===== src/masked_selective_event_queue_top_assert.svh =====
// ----------------------------------------------------------------------------
// Assertion macros for the masked selective event queue
// Shared concurrent assertion forms, clocked on clk_i, off during reset.
// ----------------------------------------------------------------------------
`ifndef MASKED_SELECTIVE_EVENT_QUEUE_TOP_ASSERT_SVH
`define MASKED_SELECTIVE_EVENT_QUEUE_TOP_ASSERT_SVH

// property must hold at every edge out of reset
`define MSEQ_ASSERT(lbl, prop, msg) \
  lbl: assert property (@(posedge clk_i) disable iff (!rst_ni) prop) \
    else $error(msg);

// condition must never be seen out of reset
`define MSEQ_ASSERT_NEVER(lbl, cond, msg) \
  lbl: assert property (@(posedge clk_i) disable iff (!rst_ni) !(cond)) \
    else $error(msg);

`endif


===== src/mseq_pkg.sv =====
// ----------------------------------------------------------------------------
// mseq_pkg
// Types and constants shared by the event queue controller and cells.
// ----------------------------------------------------------------------------
package mseq_pkg;

  localparam int unsigned DEPTH_DEF = 8;

  localparam int unsigned KIND_W    = 3;
  localparam int unsigned STATUS_W  = 2;
  localparam int unsigned BIND_W    = 32;
  localparam int unsigned TYPE_W    = 6;
  localparam int unsigned PAY_W     = 64;
  localparam int unsigned ENTRY_W   = BIND_W + TYPE_W + PAY_W;
  localparam int unsigned TDATA_W   = ((ENTRY_W + 7) / 8) * 8;

  typedef enum logic [KIND_W-1:0] {
    KIND_ENQ   = 3'd0,
    KIND_DEQ   = 3'd1,
    KIND_FIND  = 3'd2,
    KIND_PEND  = 3'd3,
    KIND_CLEAR = 3'd4
  } kind_e;

  typedef enum logic [STATUS_W-1:0] {
    ST_OK   = 2'd0,
    ST_FULL = 2'd1,
    ST_NONE = 2'd2
  } status_e;

  typedef struct packed {
    logic [PAY_W-1:0]  payload;
    logic [TYPE_W-1:0] etype;
    logic [BIND_W-1:0] binding;
  } entry_t;

  // search token walking down the cell row
  typedef struct packed {
    logic   active;
    logic   found;
    entry_t entry;
  } token_t;

  // broadcast from controller to every cell
  typedef struct packed {
    logic              enq;
    logic              clr;
    logic              compact;
    logic              want_type;
    logic [BIND_W-1:0] mask;
    logic [TYPE_W-1:0] etype;
  } cmd_t;

  typedef struct packed {
    status_e status;
    entry_t  entry;
  } result_t;

endpackage


===== src/mseq_cell.sv =====
// ----------------------------------------------------------------------------
// mseq_cell
// One queue slot: holds an entry, checks the passing search token and
// shifts down from its younger neighbor when a dequeue closes the gap.
// ----------------------------------------------------------------------------
module mseq_cell (
  input  logic            clk_i,
  input  logic            rst_ni,
  input  mseq_pkg::cmd_t   cmd_i,
  input  mseq_pkg::entry_t enq_entry_i,
  input  logic            prev_valid_i,
  input  logic            next_valid_i,
  input  mseq_pkg::entry_t next_entry_i,
  input  mseq_pkg::token_t tok_i,
  output mseq_pkg::token_t tok_o,
  output logic            valid_o,
  output mseq_pkg::entry_t entry_o
);
  import mseq_pkg::*;

  `include "masked_selective_event_queue_top_assert.svh"

  logic   valid_q, valid_d;
  logic   rm_q, rm_d;
  entry_t entry_q, entry_d;
  token_t tok_q, tok_d;
  logic   hit;

  assign hit = valid_q && ((entry_q.binding & cmd_i.mask) != '0) &&
               (!cmd_i.want_type || (entry_q.etype == cmd_i.etype));

  always_comb begin
    valid_d = valid_q;
    entry_d = entry_q;
    if (cmd_i.clr) begin
      valid_d = 1'b0;
    end else if (cmd_i.enq && !valid_q && prev_valid_i) begin
      valid_d = 1'b1;
      entry_d = enq_entry_i;
    end else if (cmd_i.compact && rm_q) begin
      valid_d = next_valid_i;
      entry_d = next_entry_i;
    end
  end

  // this slot and every younger one shift when the first hit is at or before it
  always_comb begin
    rm_d = rm_q;
    if (tok_i.active) begin
      rm_d = tok_i.found || hit;
    end else if (cmd_i.compact) begin
      rm_d = 1'b0;
    end
  end

  always_comb begin
    tok_d        = tok_i;
    tok_d.found  = tok_i.active && (tok_i.found || hit);
    if (tok_i.active && !tok_i.found && hit) begin
      tok_d.entry = entry_q;
    end
  end

  always_ff @(posedge clk_i or negedge rst_ni) begin
    if (!rst_ni) begin
      valid_q <= 1'b0;
      rm_q    <= 1'b0;
      tok_q   <= '0;
    end else begin
      valid_q <= valid_d;
      rm_q    <= rm_d;
      tok_q   <= tok_d;
    end
  end

  always_ff @(posedge clk_i) begin
    entry_q <= entry_d;
  end

  assign tok_o   = tok_q;
  assign valid_o = valid_q;
  assign entry_o = entry_q;

  `MSEQ_ASSERT_NEVER(a_contig, next_valid_i && !valid_q, "younger slot valid behind a hole")
  `MSEQ_ASSERT(a_fill_src, $rose(valid_q) |-> $past(cmd_i.enq || cmd_i.compact), "slot filled without enqueue or shift")
  `MSEQ_ASSERT(a_found_kept, tok_i.active && tok_i.found |=> tok_q.found, "search token lost its hit")

endmodule


===== src/mseq_ctrl.sv =====
// ----------------------------------------------------------------------------
// mseq_ctrl
// Operation sequencer: decodes the request, launches the search token,
// collects the answer and holds it in the output register.
// ----------------------------------------------------------------------------
module mseq_ctrl (
  input  logic                          clk_i,
  input  logic                          rst_ni,
  input  logic                          s_valid_i,
  output logic                          s_ready_o,
  input  logic [mseq_pkg::KIND_W-1:0]   kind_i,
  input  mseq_pkg::entry_t              in_entry_i,
  input  logic                          last_valid_i,
  input  mseq_pkg::token_t              last_tok_i,
  output mseq_pkg::cmd_t                cmd_o,
  output logic                          start_o,
  output logic                          m_valid_o,
  input  logic                          m_ready_i,
  output mseq_pkg::result_t             res_o
);
  import mseq_pkg::*;

  `include "masked_selective_event_queue_top_assert.svh"

  typedef enum logic [1:0] {
    S_IDLE,
    S_SCAN,
    S_HOLD
  } state_e;

  state_e            state_q, state_d;
  kind_e             kind_q, kind_d, kind_in;
  logic [BIND_W-1:0] mask_q, mask_d;
  logic [TYPE_W-1:0] etype_q, etype_d;
  logic              start_q, start_d;
  result_t           res_q, res_d;
  result_t           out_q, out_d;
  logic              out_valid_q, out_valid_d;
  result_t           new_res;
  logic              have_res;
  logic              out_free;
  logic              accept;

  assign kind_in  = kind_e'(kind_i);
  assign accept   = s_valid_i && (state_q == S_IDLE);
  assign out_free = !out_valid_q || m_ready_i;

  always_comb begin
    state_d     = state_q;
    kind_d      = kind_q;
    mask_d      = mask_q;
    etype_d     = etype_q;
    start_d     = 1'b0;
    res_d       = res_q;
    out_d       = out_q;
    out_valid_d = out_valid_q && !m_ready_i;
    have_res    = 1'b0;
    new_res     = '0;

    case (state_q)
      S_IDLE: begin
        if (s_valid_i) begin
          case (kind_in)
            KIND_DEQ, KIND_FIND, KIND_PEND: begin
              kind_d  = kind_in;
              mask_d  = in_entry_i.binding;
              etype_d = in_entry_i.etype;
              start_d = 1'b1;
              state_d = S_SCAN;
            end
            KIND_ENQ: begin
              have_res       = 1'b1;
              new_res.status = last_valid_i ? ST_FULL : ST_OK;
            end
            default: begin
              have_res = 1'b1;
            end
          endcase
        end
      end
      S_SCAN: begin
        if (last_tok_i.active) begin
          have_res       = 1'b1;
          new_res.status = last_tok_i.found ? ST_OK : ST_NONE;
          if (last_tok_i.found && (kind_q != KIND_PEND)) begin
            new_res.entry = last_tok_i.entry;
          end
        end
      end
      S_HOLD: begin
        if (out_free) begin
          out_d       = res_q;
          out_valid_d = 1'b1;
          state_d     = S_IDLE;
        end
      end
      default: begin
        state_d = S_IDLE;
      end
    endcase

    if (have_res) begin
      if (out_free) begin
        out_d       = new_res;
        out_valid_d = 1'b1;
        state_d     = S_IDLE;
      end else begin
        res_d   = new_res;
        state_d = S_HOLD;
      end
    end
  end

  always_ff @(posedge clk_i or negedge rst_ni) begin
    if (!rst_ni) begin
      state_q     <= S_IDLE;
      kind_q      <= KIND_ENQ;
      start_q     <= 1'b0;
      out_valid_q <= 1'b0;
    end else begin
      state_q     <= state_d;
      kind_q      <= kind_d;
      start_q     <= start_d;
      out_valid_q <= out_valid_d;
    end
  end

  always_ff @(posedge clk_i) begin
    mask_q  <= mask_d;
    etype_q <= etype_d;
    res_q   <= res_d;
    out_q   <= out_d;
  end

  always_comb begin
    cmd_o           = '0;
    cmd_o.enq       = accept && (kind_in == KIND_ENQ) && !last_valid_i;
    cmd_o.clr       = accept && (kind_in == KIND_CLEAR);
    cmd_o.compact   = (state_q == S_SCAN) && last_tok_i.active && last_tok_i.found &&
                      (kind_q == KIND_DEQ);
    cmd_o.want_type = (kind_q == KIND_FIND);
    cmd_o.mask      = mask_q;
    cmd_o.etype     = etype_q;
  end

  assign s_ready_o = (state_q == S_IDLE);
  assign start_o   = start_q;
  assign m_valid_o = out_valid_q;
  assign res_o     = out_q;

  `MSEQ_ASSERT(a_hold_full, state_q == S_HOLD |-> out_valid_q, "result held with empty output register")
  `MSEQ_ASSERT(a_tok_scan, last_tok_i.active |-> state_q == S_SCAN, "search token ended outside a scan")
  `MSEQ_ASSERT(a_compact_deq, cmd_o.compact |-> kind_q == KIND_DEQ, "slot shift on a non-dequeue")

endmodule


===== src/masked_selective_event_queue_top.sv =====
// ----------------------------------------------------------------------------
// masked_selective_event_queue_top
// Ordered event queue with masked selective dequeue, find and pending query.
// ----------------------------------------------------------------------------
// Usage:
//  - Requests arrive on the s_axis channel: tuser carries the operation
//    (enqueue, dequeue, find, pending, clear; other codes are a no-op),
//    tdata the binding mask, event type and payload.
//  - Each request produces exactly one transfer on m_axis: tuser is the
//    status (done/found, full, no match), tdata the returned entry or zero.
//  - The queue holds at most DEPTH-2 entries in a row of DEPTH-2 cells,
//    oldest first; an enqueue into a full row answers full.
//  - Enqueue, clear and no-op are answered without a search.
//  - Dequeue, find and pending send a search token down the cell row, one
//    cell per cycle: a dequeue closes the gap in the row when the token
//    leaves the last cell, where the answer is taken.
//  - One request is in work at a time; s_axis_tready is high whenever no
//    request is in work, including while an answer waits in the output
//    register. If the answer is stalled and a second one is ready, it is
//    parked and s_axis_tready drops until m_axis takes the first.
//  - Reset empties the queue and the output register; entry contents are
//    not cleared, only their valid bits.
// ----------------------------------------------------------------------------
module masked_selective_event_queue_top #(
  parameter int unsigned DEPTH = mseq_pkg::DEPTH_DEF
) (
  input  logic                           clk_i,
  input  logic                           rst_ni,
  input  logic                           s_axis_tvalid_i,
  output logic                           s_axis_tready_o,
  // [31:0] binding_mask, [37:32] event_type, [101:38] event_payload, [103:102] zero
  input  logic [mseq_pkg::TDATA_W-1:0]   s_axis_tdata_i,
  // [2:0] kind
  input  logic [mseq_pkg::KIND_W-1:0]    s_axis_tuser_i,
  output logic                           m_axis_tvalid_o,
  input  logic                           m_axis_tready_i,
  // [31:0] out_binding, [37:32] out_type, [101:38] out_payload, [103:102] zero
  output logic [mseq_pkg::TDATA_W-1:0]   m_axis_tdata_o,
  // [1:0] status
  output logic [mseq_pkg::STATUS_W-1:0]  m_axis_tuser_o
);
  import mseq_pkg::*;

  localparam int unsigned NCELL = DEPTH - 2;

  entry_t     in_entry;
  cmd_t       cmd;
  logic       start;
  result_t    res;
  token_t     tok_w   [NCELL+1];
  entry_t     ent_w   [NCELL+1];
  logic [NCELL:0] valid_w;

  // unpack request payload, low field first
  assign in_entry.binding = s_axis_tdata_i[BIND_W-1:0];
  assign in_entry.etype   = s_axis_tdata_i[BIND_W+TYPE_W-1:BIND_W];
  assign in_entry.payload = s_axis_tdata_i[ENTRY_W-1:BIND_W+TYPE_W];

  // token enters the oldest cell; padding slot past the youngest is empty
  assign tok_w[0]       = '{active: start, found: 1'b0, entry: '0};
  assign valid_w[NCELL] = 1'b0;
  assign ent_w[NCELL]   = '0;

  mseq_ctrl u_ctrl (
    .clk_i        (clk_i),
    .rst_ni       (rst_ni),
    .s_valid_i    (s_axis_tvalid_i),
    .s_ready_o    (s_axis_tready_o),
    .kind_i       (s_axis_tuser_i),
    .in_entry_i   (in_entry),
    .last_valid_i (valid_w[NCELL-1]),
    .last_tok_i   (tok_w[NCELL]),
    .cmd_o        (cmd),
    .start_o      (start),
    .m_valid_o    (m_axis_tvalid_o),
    .m_ready_i    (m_axis_tready_i),
    .res_o        (res)
  );

  for (genvar i = 0; i < NCELL; i++) begin : g_cell
    logic prev_valid;
    if (i == 0) begin : g_head
      assign prev_valid = 1'b1;
    end else begin : g_body
      assign prev_valid = valid_w[i-1];
    end

    mseq_cell u_cell (
      .clk_i        (clk_i),
      .rst_ni       (rst_ni),
      .cmd_i        (cmd),
      .enq_entry_i  (in_entry),
      .prev_valid_i (prev_valid),
      .next_valid_i (valid_w[i+1]),
      .next_entry_i (ent_w[i+1]),
      .tok_i        (tok_w[i]),
      .tok_o        (tok_w[i+1]),
      .valid_o      (valid_w[i]),
      .entry_o      (ent_w[i])
    );
  end

  assign m_axis_tdata_o = {{(TDATA_W-ENTRY_W){1'b0}},
                           res.entry.payload, res.entry.etype, res.entry.binding};
  assign m_axis_tuser_o = res.status;

endmodule

===== config.mk =====
export PLATFORM = sky130hd
export DESIGN_NAME = masked_selective_event_queue_top
export DESIGN_NICKNAME = d
export VERILOG_FILES = /design/src/mseq_pkg.sv /design/src/mseq_cell.sv /design/src/mseq_ctrl.sv /design/src/masked_selective_event_queue_top.sv
export VERILOG_INCLUDE_DIRS = /design/src /design/src/src
export SDC_FILE = /design/constraint.sdc
export NUM_CORES = 2
export LEC_CHECK = 0
export BUFFER_PORTS_ARGS = -buffer_cell sky130_fd_sc_hd__clkbuf_2
export CAP_MARGIN = 5
export CORE_MARGIN = 3
export CORE_UTILIZATION = 50
export DETAILED_ROUTE_END_ITERATION = 12
export PLACE_DENSITY_LB_ADDON = 0.12
export SETUP_SLACK_MARGIN = 0.1
export SYNTH_ARGS = -nofsm -noshare
export SYNTH_HDL_FRONTEND = slang
export SYNTH_HIERARCHICAL = 1
export SYNTH_SLANG_ARGS = --single-unit

===== constraint.sdc =====
create_clock -name clk_i -period 9.2 [get_ports clk_i]
set_clock_uncertainty 0.15 [all_clocks]
set_input_delay 0.46 -clock clk_i [delete_from_list [all_inputs] [get_ports clk_i]]
set_output_delay 0.46 -clock clk_i [all_outputs]
set_load 0.02 [all_outputs]

==> summary.txt <==
Post-Syn Area per Cell: 17.9 um2
CTS Buffer Depth: 3
Synth unique cells: 39
Number of global-route vias before repair: 33,100
Crit Path Category: reg -> reg
Post-Layout Cell Count: 5,849
Area grow syn2layout: 15.5%
Post-DP HPWL: 79,400 um
Congestion Overflow GR: 0
Vias: 31,700
Run status: finished clean
Actual slew at the worst max-slew pin: 1240 ps
GP Congestion: 0.782
Cell Area, Synth: 62,500 um2
Fin crit share: 49.7%
PortBufs: 214
Clock sinks: 1,501
Asr flop ratio synth: 42.8%
Post-synth EDFFs: 754
Largest net degree at the start of global routing: 150
Max Cap Violations: 0
Final core utilization: 58.3%
CTS root buffer: clkbuf_16
Reg2reg start: u_ctrl/state_q[1]
Most frequent cells in the layout: mux2_2 (898), edfxtp_1 (754), dfrtp_1 (643)
Final Setup Violations: 0
Row count: 129
CTS tree: yes
Setup ws final: 4620 ps
Cell count after synthesis: 3,485
Die X: 360 um
PwrDens: 192 nW/um2
Cell total after placement: 5,433
Reg2Reg Depth: 5
Dpl ws: 4590 ps
Total Neg Setup Slack: 0 ps
Worst-path clk slew: 60 ps
Critical Path RT: 9430 ps
CTS Buf Count: 159
Ys flop type: edfxtp_1
Pwr Total: 13.9 mW
Die Ht: 360 um
First-pass GRT wire length: 220,000 um
Drt via density: 5.42
Worst hold slack: 79.6 ps
Post-DP Area: 65,900 um2
Die Area: 129,000 um2
Crit-path max FO: 49
First-pass DRT Iterations: 5
Wire per inst: 24.7 um
Latest clock arrival within the worst-skew pair: 770 ps
Core ar.: 124,000 um2
DRC Markers: 0
Pins Over Slew Limit: 0
WP data arrival: 4800 ps
Minimum clock period: 4580 ps
Max frequency: 0.219 GHz
WL final: 145,000 um
Initial DRC Count: 2,260
Startpoint types: flop
Total track usage: 22.5%
Setup crit end: g_cell[4].u_cell/entry_o[7]
RSZ-0062 raised after global routing: no
Peak supply drop: 0.000188 V
Number of top-level pins: 219
Finished Cell Area: 72,200 um2
Final nets: 4,177
Htree depth: 4
Commonest non-fill, non-tap cell in the layout: mux2_2
Seq/Total Area, Yosys: 65.3%
Post-CTS Setup Bufs: 0
Layout cell share with drive strength beyond 1: 45.5%
CTS-repair resized insts: 0
Element type at the critical path end: flop
Antenna-violating nets left: 0
Hold WC Path Type: in -> async
Leak: 30.5 nW
Warnings from Yosys: 6
Worst reg2reg setup slack: 4620 ps
Crit Reg-Reg Endpoint: g_cell[4].u_cell/entry_o[7]
Slew HR: 17.0%
Layout fillers: 9,732
Critical Path Start: u_ctrl/state_q[1]
Initial antenna violation count: 16
Initial core utilization: 50.4%
Hold Vio Cnt, Final: 0
Register bit count reported by yosys: 1,501
## cells in the mapped netlist (all sizes together) (7+ instances only)
master / count / area share [%]
a22oi: 96 / 1.2
dfxtp: 104 / 3.3
dfrtp: 643 / 26
nand3b: 13 / 0.16
edfxtp: 754 / 36
nand4: 24 / 0.24
o21ai: 7 / 0.056
a21oi: 20 / 0.21
nor3b: 8 / 0.096
nor2: 19 / 0.11
and2: 102 / 1.0
clkbuf: 59 / 0.35
mux2i: 7 / 0.11
buf: 109 / 1.4
mux2: 1432 / 29
nand3: 9 / 0.072
o21a: 7 / 0.084
xor2: 36 / 0.50
nand2: 9 / 0.054
## logic make-up (layout without fill, tap and decap cells)
logic type,count (synthesis),count (layout),synth area share (%)
other,2,218,0.0120
muxes,1439,1439,28.8
DFF,1501,1501,65.3
AOI/OAI and AO/OA,139,139,1.70
buffers and inverters,173,684,1.81
and+or+nand+nor,195,195,1.88
xor gates and xnor gates,36,36,0.504
## critical path, stage by stage (launching register included)
cell and delay [ps]:
dfrtp_1 470, nand4b_1 310, nor4b_2 920, nand2_1 300, a21oi_4 1020, buf_4 940
## sequential cells by signal, indices dropped and copies added (netlist names)
register and count:
g_cell.u_cell/valid_o 6, u_ctrl/res_o 104, u_ctrl/etype_q 6, u_ctrl/start_o 1
u_ctrl/kind_q 3, u_ctrl/state_q 2, g_cell.u_cell/entry_o 612, u_ctrl/m_valid_o 1
g_cell.u_cell/tok_o 624, u_ctrl/res_q 104, g_cell.u_cell/rm_q 6, u_ctrl/mask_q 32
## layer usage
layer | vias up | wire length [um] | track usage (%)
met5 | - | 66 | 0
met2 | 623 | 67000 | 35.4
li1 | 14100 | - | -
met3 | 171 | 6500 | 3.91
met1 | 16800 | 69000 | 33.0
met4 | 10 | 2150 | 4.97
## power breakdown
part           internal [mW]  switching, mW
combinational          0.225          0.169
clock                   3.68           2.64
sequential              7.15         0.0418
total                   11.0           2.85
## worst min path at each step
| stage | start | end | cells after the start |
|---|---|---|---|
| after global routing | rst_ni | g_cell[5].u_cell/tok_o[59] | 2 |
| after CTS | rst_ni | g_cell[5].u_cell/tok_o[59] | 2 |
| final | rst_ni | g_cell[5].u_cell/tok_o[59] | 2 |
| after floorplan | rst_ni | g_cell[0].u_cell/rm_q | 0 |
| after detailed placement | u_ctrl/start_o | g_cell[0].u_cell/tok_o[103] | 0 |
| after global placement | g_cell[2].u_cell/tok_o[103] | g_cell[3].u_cell/tok_o[103] | 0 |
## layout make-up
type,instances,area (um2),share of cell area [%]
Inverter,5,18.8,0.0260
Clock buffer,250,4680,6.49
Sequential cell,1501,40800,56.5
Tap cell,1637,2050,2.84
Clock inverter,49,473,0.655
Antenna cell,8,20.0,0.0277
Timing Repair Buffer,380,2700,3.74
Multi-Input combinational cell,2019,21400,29.7
## timing repair
action                                  in CTS  in global routing
endpoints found under the hold margin      723                  0
endpoints found under the setup margin       0                  0
hold buffers                               109                  0
No activity file was read; power rests on OpenSTA's default activity.
